### src/rtl/nlp_pkg.sv
// numeric literal parser: shared types and constants
// beat structs, parse phase enum, control and class structs, radix codes and character codes
// no dependencies
package nlp_pkg;

    localparam int MAG_W  = 64;
    localparam int FRAC_W = 5;

    // most fraction digits kept in the mantissa
    localparam logic [FRAC_W-1:0] FRAC_LIMIT = 5'd19;

    // radix codes
    localparam logic [1:0] RADIX_DEC = 2'd0;
    localparam logic [1:0] RADIX_HEX = 2'd1;
    localparam logic [1:0] RADIX_BIN = 2'd2;

    // character codes
    localparam logic [7:0] CH_MINUS = 8'h2D;
    localparam logic [7:0] CH_PLUS  = 8'h2B;
    localparam logic [7:0] CH_DOT   = 8'h2E;
    localparam logic [7:0] CH_UNDER = 8'h5F;
    localparam logic [7:0] CH_ZERO  = 8'h30;
    localparam logic [7:0] CH_ONE   = 8'h31;
    localparam logic [7:0] CH_NINE  = 8'h39;
    localparam logic [7:0] CH_UP_A  = 8'h41;
    localparam logic [7:0] CH_UP_F  = 8'h46;
    localparam logic [7:0] CH_LO_A  = 8'h61;
    localparam logic [7:0] CH_LO_F  = 8'h66;
    localparam logic [7:0] CH_UP_X  = 8'h58;
    localparam logic [7:0] CH_LO_X  = 8'h78;
    localparam logic [7:0] CH_UP_B  = 8'h42;
    localparam logic [7:0] CH_LO_B  = 8'h62;

    typedef enum logic [2:0] {
        PH_START,
        PH_SIGNED,
        PH_ZERO,
        PH_HEX,
        PH_BIN,
        PH_DINT,
        PH_DFRAC,
        PH_STOP
    } t_phase;

    // input beat
    typedef struct packed {
        logic [7:0] char_code;
        logic       is_empty;
        logic       is_last;
    } t_in_beat;

    // result beat
    typedef struct packed {
        logic [MAG_W-1:0]  magnitude;
        logic              negative;
        logic [FRAC_W-1:0] frac_count;
        logic              not_a_number;
        logic              saturated;
        logic [1:0]        radix_kind;
    } t_out_beat;

    // decoded character
    typedef struct packed {
        logic       is_minus;
        logic       is_plus;
        logic       is_zero;
        logic       is_dec;
        logic       is_hex;
        logic       is_bin;
        logic       is_under;
        logic       is_dot;
        logic       is_x;
        logic       is_b;
        logic [3:0] dec_val;
        logic [3:0] hex_val;
    } t_char_class;

    // parse control state, mantissa kept apart
    typedef struct packed {
        t_phase            phase;
        logic              neg;
        logic [FRAC_W-1:0] frac;
        logic              ovf;
        logic [1:0]        radix;
    } t_lit_ctrl;

endpackage

### src/rtl/numeric_literal_parser.sv
// numeric literal parser top level: one character beat in, one result beat per literal
// an input beat passes through the input register, then the result register
// throughput: one character per cycle while no result waits in a full result register; set by
//   the combinational multiply-add by 10, 16 or 2 and its overflow compare
// reset: synchronous active-low i_rst_n empties both registers and returns to start of literal
// depends on nlp_pkg, nlp_char_class, nlp_step
module numeric_literal_parser
    import nlp_pkg::*;
#(
    parameter int MANTISSA_WIDTH = 64
) (
    input  logic      i_clk,
    input  logic      i_rst_n,
    input  logic      i_in_valid,
    output logic      o_in_ready,
    input  t_in_beat  i_in_data,
    output logic      o_out_valid,
    input  logic      i_out_ready,
    output t_out_beat o_out_data
);

    localparam int W = MANTISSA_WIDTH;

    // parse state at the start of a literal
    localparam t_lit_ctrl CTRL_START = '{PH_START, 1'b0, '0, 1'b0, RADIX_DEC};

    logic         r_in_valid;
    t_in_beat     r_in;
    t_lit_ctrl    r_ctrl;
    logic [W-1:0] r_acc;
    logic         r_out_valid;
    t_out_beat    r_out;

    t_char_class  cls;
    t_lit_ctrl    n_ctrl;
    logic [W-1:0] n_acc;
    logic         emit;
    t_out_beat    n_out;
    logic         advance;

    // decode and update
    nlp_char_class u_class (
        .i_char  (r_in.char_code),
        .o_class (cls)
    );

    nlp_step #(
        .W (W)
    ) u_step (
        .i_beat   (r_in),
        .i_class  (cls),
        .i_ctrl   (r_ctrl),
        .i_acc    (r_acc),
        .o_ctrl   (n_ctrl),
        .o_acc    (n_acc),
        .o_emit   (emit),
        .o_result (n_out)
    );

    // a held beat moves on unless it has a result and the result register is full and not being read
    assign advance    = r_in_valid && (!emit || !r_out_valid || i_out_ready);
    assign o_in_ready = !r_in_valid || advance;

    // input register
    always_ff @(posedge i_clk) begin
        if (!i_rst_n) begin
            r_in_valid <= 1'b0;
        end else if (o_in_ready) begin
            r_in_valid <= i_in_valid;
        end
    end

    always_ff @(posedge i_clk) begin
        if (o_in_ready && i_in_valid) begin
            r_in <= i_in_data;
        end
    end

    // parse state
    always_ff @(posedge i_clk) begin
        if (!i_rst_n) begin
            r_ctrl <= CTRL_START;
            r_acc  <= '0;
        end else if (advance) begin
            r_ctrl <= n_ctrl;
            r_acc  <= n_acc;
        end
    end

    // result register
    always_ff @(posedge i_clk) begin
        if (!i_rst_n) begin
            r_out_valid <= 1'b0;
        end else if (advance && emit) begin
            r_out_valid <= 1'b1;
        end else if (i_out_ready) begin
            r_out_valid <= 1'b0;
        end
    end

    always_ff @(posedge i_clk) begin
        if (advance && emit) begin
            r_out <= n_out;
        end
    end

    assign o_out_valid = r_out_valid;
    assign o_out_data  = r_out;

    // checks
    a_clear_after_result: assert property (@(posedge i_clk) disable iff (!i_rst_n)
        advance && emit |=> r_ctrl.phase == PH_START && r_acc == '0)
        else $error("state not cleared after a result");

    a_overflow_stops: assert property (@(posedge i_clk) disable iff (!i_rst_n)
        r_ctrl.ovf |-> r_ctrl.phase == PH_STOP && r_acc == '1)
        else $error("overflow without clamp and stop");

    a_saturated_value: assert property (@(posedge i_clk) disable iff (!i_rst_n)
        r_out_valid && r_out.saturated |-> r_out.magnitude == MAG_W'({W{1'b1}}))
        else $error("saturated result not clamped");

    a_nan_clean: assert property (@(posedge i_clk) disable iff (!i_rst_n)
        r_out_valid && r_out.not_a_number |->
            r_out.magnitude == '0 && !r_out.negative && !r_out.saturated)
        else $error("not-a-number result carries a value");

    a_frac_bound: assert property (@(posedge i_clk) disable iff (!i_rst_n)
        r_out_valid |-> r_out.frac_count <= FRAC_LIMIT
            && (r_out.frac_count == '0 || r_out.radix_kind == RADIX_DEC))
        else $error("fraction count out of range");

endmodule

### src/rtl/nlp_char_class.sv
// numeric literal parser: character decoder
// sorts one byte into digit, sign, prefix and separator classes
// depends on nlp_pkg
module nlp_char_class
    import nlp_pkg::*;
(
    input  logic [7:0]  i_char,
    output t_char_class o_class
);

    logic up_hex;
    logic lo_hex;

    // letter ranges for hex digits
    assign up_hex = (i_char >= CH_UP_A) && (i_char <= CH_UP_F);
    assign lo_hex = (i_char >= CH_LO_A) && (i_char <= CH_LO_F);

    // class flags
    always_comb begin
        o_class          = '0;
        o_class.is_minus = (i_char == CH_MINUS);
        o_class.is_plus  = (i_char == CH_PLUS);
        o_class.is_zero  = (i_char == CH_ZERO);
        o_class.is_dec   = (i_char >= CH_ZERO) && (i_char <= CH_NINE);
        o_class.is_hex   = o_class.is_dec || up_hex || lo_hex;
        o_class.is_bin   = (i_char == CH_ZERO) || (i_char == CH_ONE);
        o_class.is_under = (i_char == CH_UNDER);
        o_class.is_dot   = (i_char == CH_DOT);
        o_class.is_x     = (i_char == CH_UP_X) || (i_char == CH_LO_X);
        o_class.is_b     = (i_char == CH_UP_B) || (i_char == CH_LO_B);
        o_class.dec_val  = i_char[3:0];
        // letters: low nibble of 'A'/'a' is 1, plus 9 gives 10
        o_class.hex_val  = o_class.is_dec ? i_char[3:0] : i_char[3:0] + 4'd9;
    end

endmodule

### src/rtl/nlp_step.sv
// numeric literal parser: per-character update
// phase transitions, mantissa multiply-add with overflow check, result build
// depends on nlp_pkg
module nlp_step
    import nlp_pkg::*;
#(
    parameter int W = 64
) (
    input  t_in_beat    i_beat,
    input  t_char_class i_class,
    input  t_lit_ctrl   i_ctrl,
    input  logic [W-1:0] i_acc,
    output t_lit_ctrl   o_ctrl,
    output logic [W-1:0] o_acc,
    output logic        o_emit,
    output t_out_beat   o_result
);

    localparam int EW = W + 4;

    logic [EW-1:0] acc_ext;
    logic [EW-1:0] scaled;
    logic [EW-1:0] sum;
    logic [3:0]    digit;
    logic          fits;
    logic          dec_path;
    t_lit_ctrl     n_ctrl;
    logic [W-1:0]  n_acc;

    // multiply-add by the current base, overflow when bits above W are set
    assign acc_ext = {4'b0, i_acc};
    always_comb begin
        unique case (i_ctrl.phase)
            PH_HEX:  scaled = acc_ext << 4;
            PH_BIN:  scaled = acc_ext << 1;
            default: scaled = (acc_ext << 3) + (acc_ext << 1);
        endcase
    end
    assign digit = (i_ctrl.phase == PH_HEX) ? i_class.hex_val : i_class.dec_val;
    assign sum   = scaled + EW'(digit);
    assign fits  = (sum[EW-1:W] == '0);

    // phase update
    always_comb begin
        n_ctrl   = i_ctrl;
        n_acc    = i_acc;
        dec_path = 1'b0;
        unique case (i_ctrl.phase)
            PH_START: begin
                if (i_class.is_minus) begin
                    n_ctrl.neg   = 1'b1;
                    n_ctrl.phase = PH_SIGNED;
                end else if (i_class.is_plus) begin
                    n_ctrl.phase = PH_SIGNED;
                end else if (i_class.is_zero) begin
                    n_ctrl.phase = PH_ZERO;
                end else begin
                    dec_path = 1'b1;
                end
            end
            PH_SIGNED: begin
                if (i_class.is_zero) begin
                    n_ctrl.phase = PH_ZERO;
                end else begin
                    dec_path = 1'b1;
                end
            end
            PH_ZERO: begin
                if (i_class.is_x) begin
                    n_ctrl.radix = RADIX_HEX;
                    n_ctrl.phase = PH_HEX;
                end else if (i_class.is_b) begin
                    n_ctrl.radix = RADIX_BIN;
                    n_ctrl.phase = PH_BIN;
                end else begin
                    dec_path = 1'b1;
                end
            end
            PH_HEX: begin
                if (i_class.is_hex) begin
                    if (fits) begin
                        n_acc = sum[W-1:0];
                    end else begin
                        n_acc        = '1;
                        n_ctrl.ovf   = 1'b1;
                        n_ctrl.phase = PH_STOP;
                    end
                end else if (!i_class.is_under) begin
                    n_ctrl.phase = PH_STOP;
                end
            end
            PH_BIN: begin
                if (i_class.is_bin) begin
                    if (fits) begin
                        n_acc = sum[W-1:0];
                    end else begin
                        n_acc        = '1;
                        n_ctrl.ovf   = 1'b1;
                        n_ctrl.phase = PH_STOP;
                    end
                end else if (!i_class.is_under) begin
                    n_ctrl.phase = PH_STOP;
                end
            end
            PH_DINT: begin
                dec_path = 1'b1;
            end
            PH_DFRAC: begin
                // extra fraction digits are dropped, never clamped
                if (i_class.is_dec && (i_ctrl.frac < FRAC_LIMIT) && fits) begin
                    n_acc       = sum[W-1:0];
                    n_ctrl.frac = i_ctrl.frac + 1'b1;
                end else begin
                    n_ctrl.phase = PH_STOP;
                end
            end
            PH_STOP: begin
            end
        endcase

        // decimal integer part
        if (dec_path) begin
            if (i_class.is_under) begin
                n_ctrl.phase = PH_DINT;
            end else if (i_class.is_dec) begin
                if (fits) begin
                    n_acc        = sum[W-1:0];
                    n_ctrl.phase = PH_DINT;
                end else begin
                    n_acc        = '1;
                    n_ctrl.ovf   = 1'b1;
                    n_ctrl.phase = PH_STOP;
                end
            end else if (i_class.is_dot) begin
                n_ctrl.phase = PH_DFRAC;
            end else begin
                n_ctrl.phase = PH_STOP;
            end
        end
    end

    // result and end-of-literal clear
    always_comb begin
        o_result = '0;
        o_ctrl   = n_ctrl;
        o_acc    = n_acc;
        o_emit   = i_beat.is_empty || i_beat.is_last;
        if (i_beat.is_empty) begin
            o_result.not_a_number = 1'b1;
        end else if (n_ctrl.phase == PH_SIGNED) begin
            o_result.not_a_number = 1'b1;
        end else begin
            o_result.magnitude  = MAG_W'(n_acc);
            o_result.negative   = n_ctrl.neg;
            o_result.frac_count = n_ctrl.frac;
            o_result.saturated  = n_ctrl.ovf;
            o_result.radix_kind = n_ctrl.radix;
        end
        if (o_emit) begin
            o_ctrl       = '0;
            o_ctrl.phase = PH_START;
            o_acc        = '0;
        end
    end

endmodule

### config.mk
export PLATFORM = sky130hd
export DESIGN_NAME = numeric_literal_parser
export DESIGN_NICKNAME = d
export VERILOG_FILES = /design/src/rtl/nlp_pkg.sv /design/src/rtl/numeric_literal_parser.sv /design/src/rtl/nlp_char_class.sv /design/src/rtl/nlp_step.sv
export SDC_FILE = /design/constraint.sdc
export NUM_CORES = 1
export LEC_CHECK = 0
export BUFFER_PORTS_ARGS = -buffer_cell sky130_fd_sc_hd__buf_2
export CAP_MARGIN = 20
export CORE_MARGIN = 2
export CORE_UTILIZATION = 47
export CTS_CLUSTER_SIZE = 8
export DETAILED_ROUTE_END_ITERATION = 16
export GPL_TIMING_DRIVEN = 0
export PLACE_DENSITY = 0.61
export SKIP_CTS_REPAIR_TIMING = 1
export SYNTH_ARGS = -nofsm -noshare
export SYNTH_HDL_FRONTEND = slang
export SYNTH_SLANG_ARGS = --single-unit
### constraint.sdc
create_clock -name i_clk -period 15 [get_ports i_clk]
set_clock_uncertainty 0.15 [all_clocks]
set_input_delay 1.5 -clock i_clk [delete_from_list [all_inputs] [get_ports i_clk]]
set_output_delay 1.5 -clock i_clk [all_outputs]
set_load 0.03 [all_outputs]
==> run metrics <==
Max clock buf depth 2; Worst Setup Start Kind flop; Hold Crit Class reg -> reg; first-iteration detailed-routing DRC count 2981; async set-reset flop share out of synthesis 0%; hold depth 2; run status finished, final reports clean; number of buffers created by CTS 17; ys flop type edfxtp_1; Post-Syn Area approximately 18000 µm²; max-slew violations 0; FMAX roughly 0.092 GHz; clock root cell clkbuf_16; layout cell share with drive strength beyond 1 about 11%; total wire length 82030 µm; setup TNS 0 ns; pwr dens around 56 nW/µm²; Clk pin slew, worst setup/hold paths ~0.060 ns; Synthesis Warnings 0; CTS tree yes; GRT overflow 0; post-synthesis sequential area ratio 23.10%; most common cell after layout, fill and taps aside nor2_1; final antenna-violating net count 0; #FFs+latches synth 162; Worst path slowest cell nor4_1; Starting Density 47.38%; Post-layout nets ~2600; initial antenna violation count 1; die area slightly below 40000 µm²; worst path required time 15.01 ns; Die X 197.9 µm; Worst Path Class, Setup reg -> reg; global placer's final weighted congestion 1.047; vias per cell 7.182; Leak Pwr between 7 and 8 nW; unrepaired setup endpoints after global routing false; Pre-antenna DRT Iters 6; global-route wire length before repair 121400 µm; Peak VDD IR slightly above 0.09 mV; Max-Cap Viols 0; Worst Path Arrival roughly 11 ns; Worst Tran Pin Value approximately 1.2 ns; GRT Util Overall about two fifths; CP endpoint kind flop; R2R cell count 28; DP Area 18730 µm²; core area 37310 µm²; CP max FO 10; syn nets 2449; Mean Syn Cell Area 7.484 µm²; Cell variety after synth 106; IO Count 90; Die Ht 197.9 µm; Hold Fails Final Rpt 0; fin area 19360 µm²; fin crit period 10.89 ns; H-tree depth 4; total number of vias roughly 21000; Worst slew margin a little over a fifth; Rows 71; slowest stage delay, CP 0.90 ns; Pwr Total roughly 1.1 mW; most frequent cells in the layout nor2_1, nand2_1, a21oi_1, o21ai_0, buf_2; clk_lat worst skew ~0.45 ns; vias in the first global route 19292; final routed DRC violation total 0; Tcrit/Tclk final between 70% and 80%; Post-Syn Instances about 2400; clock sink count roughly 160; post-DP HPWL around 64000 µm; Final Setup Violations 0; diode count 0; routed len/inst 27.71 µm; EDFF count, synth 84; Area Growth Syn to Fin 9.498%; IO buf count between 80 and 90; largest net degree at the start of global routing 76
synth_stat cells (39+ instances only):
cell / count / share of area (%)
nor2_1: 239 / 5.1
nand2_1: 226 / 4.8
a21oi_1: 222 / 6.3
o21ai_0: 155 / 4.4
clkbuf_1: 91 / 1.9
edfxtp_1: 84 / 14
dfxtp_1: 78 / 8.8
ha_1: 71 / 5.0
nand3_1: 60 / 1.7
nand4_1: 58 / 2.1
a31oi_1: 53 / 1.9
buf_2: 50 / 1.4
inv_1: 49 / 1.0
o22ai_1: 49 / 1.7
a21o_1: 46 / 2.0
nor3_1: 46 / 1.3
a22oi_1: 42 / 1.8
xnor2_1: 42 / 2.1
a211oi_1: 41 / 1.7
o21a_1: 39 / 1.7
xor2_1: 39 / 1.9
power by group:
group,total (mW),internal [mW],leakage (nW),switching (mW)
Sequential,0.480,0.475,1.46,0.00515
Clock,0.467,0.272,0.292,0.195
Combinational,0.131,0.0333,5.32,0.0976
path summary, 6_finish.rpt:
| path | start | end | slack [ns] |
|---|---|---|---|
| min reg2reg | r_ctrl[1]$_SDFFE_PN0P_ | r_ctrl[1]$_SDFFE_PN0P_ | 0.36 |
| max | r_ctrl[10]$_SDFFE_PN0P_ | o_out_data[53]$_SDFFCE_PP0P_ | 4.11 |
| min | r_ctrl[1]$_SDFFE_PN0P_ | r_ctrl[1]$_SDFFE_PN0P_ | 0.36 |
| max reg2reg | r_ctrl[10]$_SDFFE_PN0P_ | o_out_data[53]$_SDFFCE_PP0P_ | 4.11 |
metal layers:
| layer | share of wire [%] | track usage (%) | vias to the layer above |
|---|---|---|---|
| met2 | 41 | 61.01 | 1513 |
| li1 | - | - | 9401 |
| met3 | 12 | 11.63 | 322 |
| met1 | 40 | 54.04 | 10022 |
| met4 | 6.8 | 23.61 | 0 |
| met5 | 0 | 0.2554 | - |
metrics by stage:
stage                     hold slack [ns]  setup slack, ns  utilization (%)  std cells
after floorplan                    0.3059            8.479                -       2362
after global placement             0.3153            4.858            50.16       2925
after detailed placement           0.3509            4.815            50.20       2926
after CTS                          0.3597            4.775            51.84       2958
after global routing               0.4111            4.024            51.88       2960
final                              0.3644            4.111            51.88       2960
state kept, by name (all words and copies together) (netlist names):
signal,flops
o_out_valid,1
r_in_valid,1
r_ctrl,12
r_in,10
o_out_data,74
r_acc,64
cells by family (layout without fill, tap and decap cells):
group                      count (synthesis)  in the layout  synth area share (%)
AOI/OAI and AO/OA                        968            968                 37.54
and+or+nand+nor                          851            851                 24.13
buffers and inverters                    218            342                 5.429
DFF                                      162            162                 23.10
xor gates and xnor gates                  81             81                 4.013
adders and majority gates                 73             73                 5.252
muxes                                      9              9                0.5308
worst max-delay path, delay by kind of cell (launching register included):
family / cells / cell delay (ns)
fa+ha+maj: 2 / 0.56
buf+inv: 9 / 3.11
flops: 1 / 0.31
mux: 1 / 0.29
compound gates: 5 / 1.59
simple gates: 11 / 4.55
layout make-up:
cell class                 count  area, µm²
tap                          474      593.1
buffer                       168      772.0
fill                        3791      17950
clock buffer                  21      460.4
clock inverter                11      152.6
inverter                      50      190.2
timing repair buffer          92      470.5
multi-input combinational   1982      12630
sequential                   162       4084
Power figures use the tool's default switching activity.
